**config.mk**
```make
export PLATFORM = sky130hd
export DESIGN_NAME = rsu_ctrl
export DESIGN_NICKNAME = d
export VERILOG_FILES = /design/src/design/rsu_pkg.sv /design/src/design/rsu_ctrl.sv
export SDC_FILE = /design/constraint.sdc
export NUM_CORES = 1
export LEC_CHECK = 0
export ABC_CLOCK_PERIOD_IN_PS = 5000
export BUFFER_PORTS_ARGS = -buffer_cell sky130_fd_sc_hd__buf_2
export CAP_MARGIN = 30
export CELL_PAD_IN_SITES_DETAIL_PLACEMENT = 0
export CELL_PAD_IN_SITES_GLOBAL_PLACEMENT = 2
export CORE_ASPECT_RATIO = 1.4
export CORE_MARGIN = 1
export CORE_UTILIZATION = 33
export DETAILED_ROUTE_END_ITERATION = 10
export PLACE_DENSITY_LB_ADDON = 0.1
export SYNTH_ARGS = -nofsm -noshare
export SYNTH_HDL_FRONTEND = slang
export SYNTH_SLANG_ARGS = --single-unit
```
**constraint.sdc**
```tcl
create_clock -name clk -period 5 [get_ports clk]
set_input_delay 1.5 -clock clk [delete_from_list [all_inputs] [get_ports clk]]
set_output_delay 1.5 -clock clk [all_outputs]
set_load 0.05 [all_outputs]
```
**src/design/rsu_pkg.sv**
```systemverilog
// ----------------------------------------------------------------------------
// rsu_pkg
// Shared types, constants and helpers of the per-source rate shaper.
// ----------------------------------------------------------------------------
package rsu_pkg;

	localparam int NUM_SOURCES_DEF = 8;

	localparam logic [29:0] RATE_SCALE = 30'd1000000000;

	// floor(2^61 / 1e9), reciprocal of the ewma scale
	localparam logic [31:0] RECIP_SCALE = 32'd2305843009;

	localparam logic [63:0] SCALE_X1 = 64'd1000000000;
	localparam logic [63:0] SCALE_X2 = 64'd2000000000;
	localparam logic [63:0] SCALE_X3 = 64'd3000000000;
	localparam logic [63:0] SCALE_X4 = 64'd4000000000;

	localparam logic [31:0] MIN_WINDOW_RST = 32'd10000000;
	localparam logic [39:0] WINDOW_RST     = 40'd8000000000;
	localparam logic [29:0] WEIGHT_RST     = 30'd8000;
	localparam logic [9:0]  QLIMIT_RST     = 10'd300;
	localparam logic [15:0] MIN_AVG_RST    = 16'd10;

	localparam logic [2:0] REG_MIN_WINDOW = 3'd0;
	localparam logic [2:0] REG_WINDOW     = 3'd1;
	localparam logic [2:0] REG_WEIGHT     = 3'd2;
	localparam logic [2:0] REG_QLIMIT     = 3'd3;
	localparam logic [2:0] REG_MIN_AVG    = 3'd4;

	localparam logic [6:0] DIV_STEPS = 7'd64;

	typedef struct packed {
		logic capture;
		logic load;
		logic mul;
		logic ewma_sum;
		logic ewma_recip;
		logic ewma_back;
		logic ewma_take;
		logic rate_mul;
		logic rate_start;
		logic finish;
	} rsu_cmd_t;

	typedef struct packed {
		logic src_ok;
		logic win_hit;
		logic div_done;
		logic out_free;
	} rsu_sts_t;

	function automatic logic [31:0] floor_avg(input logic [31:0] a, input logic [15:0] m);
		floor_avg = (a < {16'd0, m}) ? {16'd0, m} : a;
	endfunction

	function automatic logic [31:0] sat_inc(input logic [31:0] a);
		sat_inc = (a == 32'hFFFF_FFFF) ? a : a + 32'd1;
	endfunction

endpackage

```
**src/design/rsu_ctrl.sv**
```systemverilog
// ----------------------------------------------------------------------------
// rsu_ctrl
// Sequencer: load, window-close EWMA update, in-table rate divide, finish.
// ----------------------------------------------------------------------------
module rsu_ctrl import rsu_pkg::*; (
	input  logic     clk,
	input  logic     arst_n,
	input  logic     in_valid,
	output logic     in_ready,
	input  rsu_sts_t sts,
	output rsu_cmd_t cmd
);

	typedef enum logic [10:0] {
		S_IDLE  = 11'b00000000001,
		S_LOAD  = 11'b00000000010,
		S_MUL   = 11'b00000000100,
		S_ESUM  = 11'b00000001000,
		S_EREC  = 11'b00000010000,
		S_EBACK = 11'b00000100000,
		S_EFIX  = 11'b00001000000,
		S_RMUL  = 11'b00010000000,
		S_RDIV  = 11'b00100000000,
		S_RWAIT = 11'b01000000000,
		S_FIN   = 11'b10000000000
	} state_t;

	state_t state_q, state_d;

	always_comb begin
		state_d  = state_q;
		cmd      = '0;
		in_ready = 1'b0;
		unique case (state_q)
			S_IDLE: begin
				in_ready = 1'b1;
				if (in_valid) begin
					cmd.capture = 1'b1;
					state_d     = S_LOAD;
				end
			end
			S_LOAD: begin
				cmd.load = 1'b1;
				state_d  = sts.src_ok ? S_MUL : S_FIN;
			end
			S_MUL: begin
				cmd.mul = 1'b1;
				state_d = sts.win_hit ? S_ESUM : S_RMUL;
			end
			S_ESUM: begin
				cmd.ewma_sum = 1'b1;
				state_d      = S_EREC;
			end
			S_EREC: begin
				cmd.ewma_recip = 1'b1;
				state_d        = S_EBACK;
			end
			S_EBACK: begin
				cmd.ewma_back = 1'b1;
				state_d       = S_EFIX;
			end
			S_EFIX: begin
				cmd.ewma_take = 1'b1;
				state_d       = S_RMUL;
			end
			S_RMUL: begin
				cmd.rate_mul = 1'b1;
				state_d      = S_RDIV;
			end
			S_RDIV: begin
				cmd.rate_start = 1'b1;
				state_d        = S_RWAIT;
			end
			S_RWAIT: begin
				if (sts.div_done) state_d = S_FIN;
			end
			S_FIN: begin
				if (sts.out_free) begin
					cmd.finish = 1'b1;
					state_d    = S_IDLE;
				end
			end
			default: state_d = S_IDLE;
		endcase
	end

	always_ff @(posedge clk or negedge arst_n) begin
		if (!arst_n) begin
			state_q <= S_IDLE;
		end else begin
			state_q <= state_d;
		end
	end

endmodule
```
==> impl_metrics.toml <==
[status]
outcome = "finished clean"

[layout]
diodes = 0
final_core_util = 0.395
drive_gt1_frac = 0.302
largest_register_ffs = 11
largest-register = "state_q"
fin_nets = 104
area_growth_pct = 12.8
fin_cells = 118
largestRegisters = "state_q x11"

[clock_network]
root_buffer = "clkbuf_4"
cts_resized = 0
cts_hold_buffers = 0
htreeDepth = 1
clk_pin_slew_worst_paths_ps = 70
post-cts-setup-buffers = 0
clkSinkCount = 11
numCtsBuffers = 3
cts_buffer_depth = 2
cts_tree = "done"
clock_latency_ps = 270

[logic_synthesis]
synth_edf_count = 0
avgSynthCellArea_um2 = 9.53
syn_inst = 81
syn_area_um2 = 772
synthXorXnorAreaFrac = 0.0340
synth_cell_types = 36
synth_top_area_cell = "dfrtp_1"
synthSimpleGateAreaFrac = 0.418
synth_adder_area_share = 0
yosysMostFrequentCell = "dfrtp_1"
ys_seq_area_frac = 0.358
syn-num-nets = 88
ys.flop_type = "dfrtp_1"
synth.area.mux_share = 0.0130
async_flop_share = 1.00
yosys.area.top_type_share = 0.324
yosysWarnings = 0
ys_top_cells_by_count = "10 x dfrtp_1, 8 x nor2_1, 7 x nor3b_1"
synth_compound_area_frac = 0.110
synth_top_family_by_area = "simple AND/OR/NAND/NOR gates"
yosys_register_bits = 11
synthTopCellsByArea = "dfrtp_1 32%, nor3b_1 6.8%, nor3b_2 6.5%, nor2_1 3.9%, dfstp_2 3.4%"

[sta]
fin_crit_sh = 0.710
fin_hold_ws_ps = 607
relSlewSlack = 0.696
worst_pin_slew_ps = 452
clock.fmax_ghz = 0.282
min_period_ps = 3550
rsz0062_at_grt = "false"
finalSetupViolations = 0
tns_ps = 0
hold_violations = 0
setup_slack_ps = 1450
slew_viol_final = 0
finClkSkew_ps = 4.42

[setup_path]
worstPathArrival_ps = 2050
crit_type = "register to output pin"
cp_max_fo = 9
crit-reg2reg-launch = "state_q[5]"
start_kind = "register"
cp-end-kind = "output pin"
cp.required_ps = 3500
startpoint = "state_q[5]"

[pwr]
p_leak_nw = 0.430
vdd_drop_max_v = 0.000158
p_per_area_mw_per_mm2 = 421

[route]
viasPerCell = 5.67
drt-total-wl_mm = 1.79
drc = 0
wl_per_cell_um = 15.2
vias = 669
dr.pass1.iters = 4
drt_iter0_drc = 17
ant_nets = 0

[global_route]
grt_pass1_wl_mm = 3.09
track_usage = 0.164
grt_max_degree = 13
grt_pass1_vias = 655
grt_overflow_total = 0
antenna_found_initial = 0

[hold_path]
min_from = "state_q[0]"
min_path_type = "register to register"

[placed_design]
place_inst = 114
portBuffers = 17
place_ws_ps = 1530
gp_congestion = 0.768
dp_hpwl_mm = 1.34

[flow_run]
max_cap_viol_count = 0

[floorplan]
die_area_mm2 = 0.00254
die_h_um = 59.2
die_w_um = 42.9
io_pins = 18
fp.coreArea_mm2 = 0.00220
num_rows = 20
initial_core_util = 0.351
## area by class of cell
| class | count | area [um^2] |
|---|---|---|
| fill | 234 | 1330 |
| multi-input combinational | 61 | 444 |
| sequential | 11 | 277 |
| timing repair buffer | 17 | 85.1 |
| tap | 22 | 27.5 |
| clock buffer | 4 | 26.3 |
| inverter | 3 | 11.3 |
## power by group
| group | internal (mW) | switching (mW) |
|---|---|---|
| Clock | 0.0309 | 0.0327 |
| Sequential | 0.103 | 0.0231 |
| Combinational | 0.0599 | 0.117 |
| Total | 0.193 | 0.173 |
## cells by family after synthesis
| group | Yosys count |
|---|---|
| compound gates | 12 |
| xor+xnor | 3 |
| buf+inv | 9 |
| flops | 11 |
| mux | 1 |
| simple gates | 45 |
## worst paths after layout
| check | slack, ps | cells past startpoint | end |
|---|---|---|---|
| worst max register to register | 3280 | 4 | state_q[10] |
| worst min register to register | 610 | 2 | state_q[0] |
| worst max-delay path | 1450 | 5 | cmd[0] |
| max in group asynchronous | 3630 | 1 | state_q[0] |
| min in group asynchronous | 1090 | 1 | state_q[9] |
| worst min-delay path | 610 | 2 | state_q[0] |
## routing by layer
metal,vias to the layer above,global-route usage,wire [um]
li1,329,-,-
met1,325,0.204,822
met2,13,0.264,890
met3,2,0.0305,59
met4,0,0.0938,17
met5,-,0,0
## metrics by stage
stage / instance area (um^2) / power (mW)
finish: 871 / 0.366
global route: 871 / 0.395
CTS: 871 / 0.372
detailed placement: 845 / 0.306
global placement: 845 / 0.308
floorplan: 772 / 0.267
## critical path: stages (launching register included)
cell      delay [ps]
dfrtp_1          490
nor4_4           410
nand2_2          110
nor4bb_1         350
and2_1           170
buf_2            250
## cells in the final DEF, fill, tap and decap left out, types with 4 or more instances in the layout
| cell | instances |
|---|---|
| nor2_1 | 8 |
| and3_1 | 4 |
| nor3b_1 | 7 |
| and2_1 | 4 |
| buf_2 | 17 |
| dfrtp_1 | 10 |
| nor3b_2 | 4 |
Note: power is estimated with default switching activity, not from simulation.
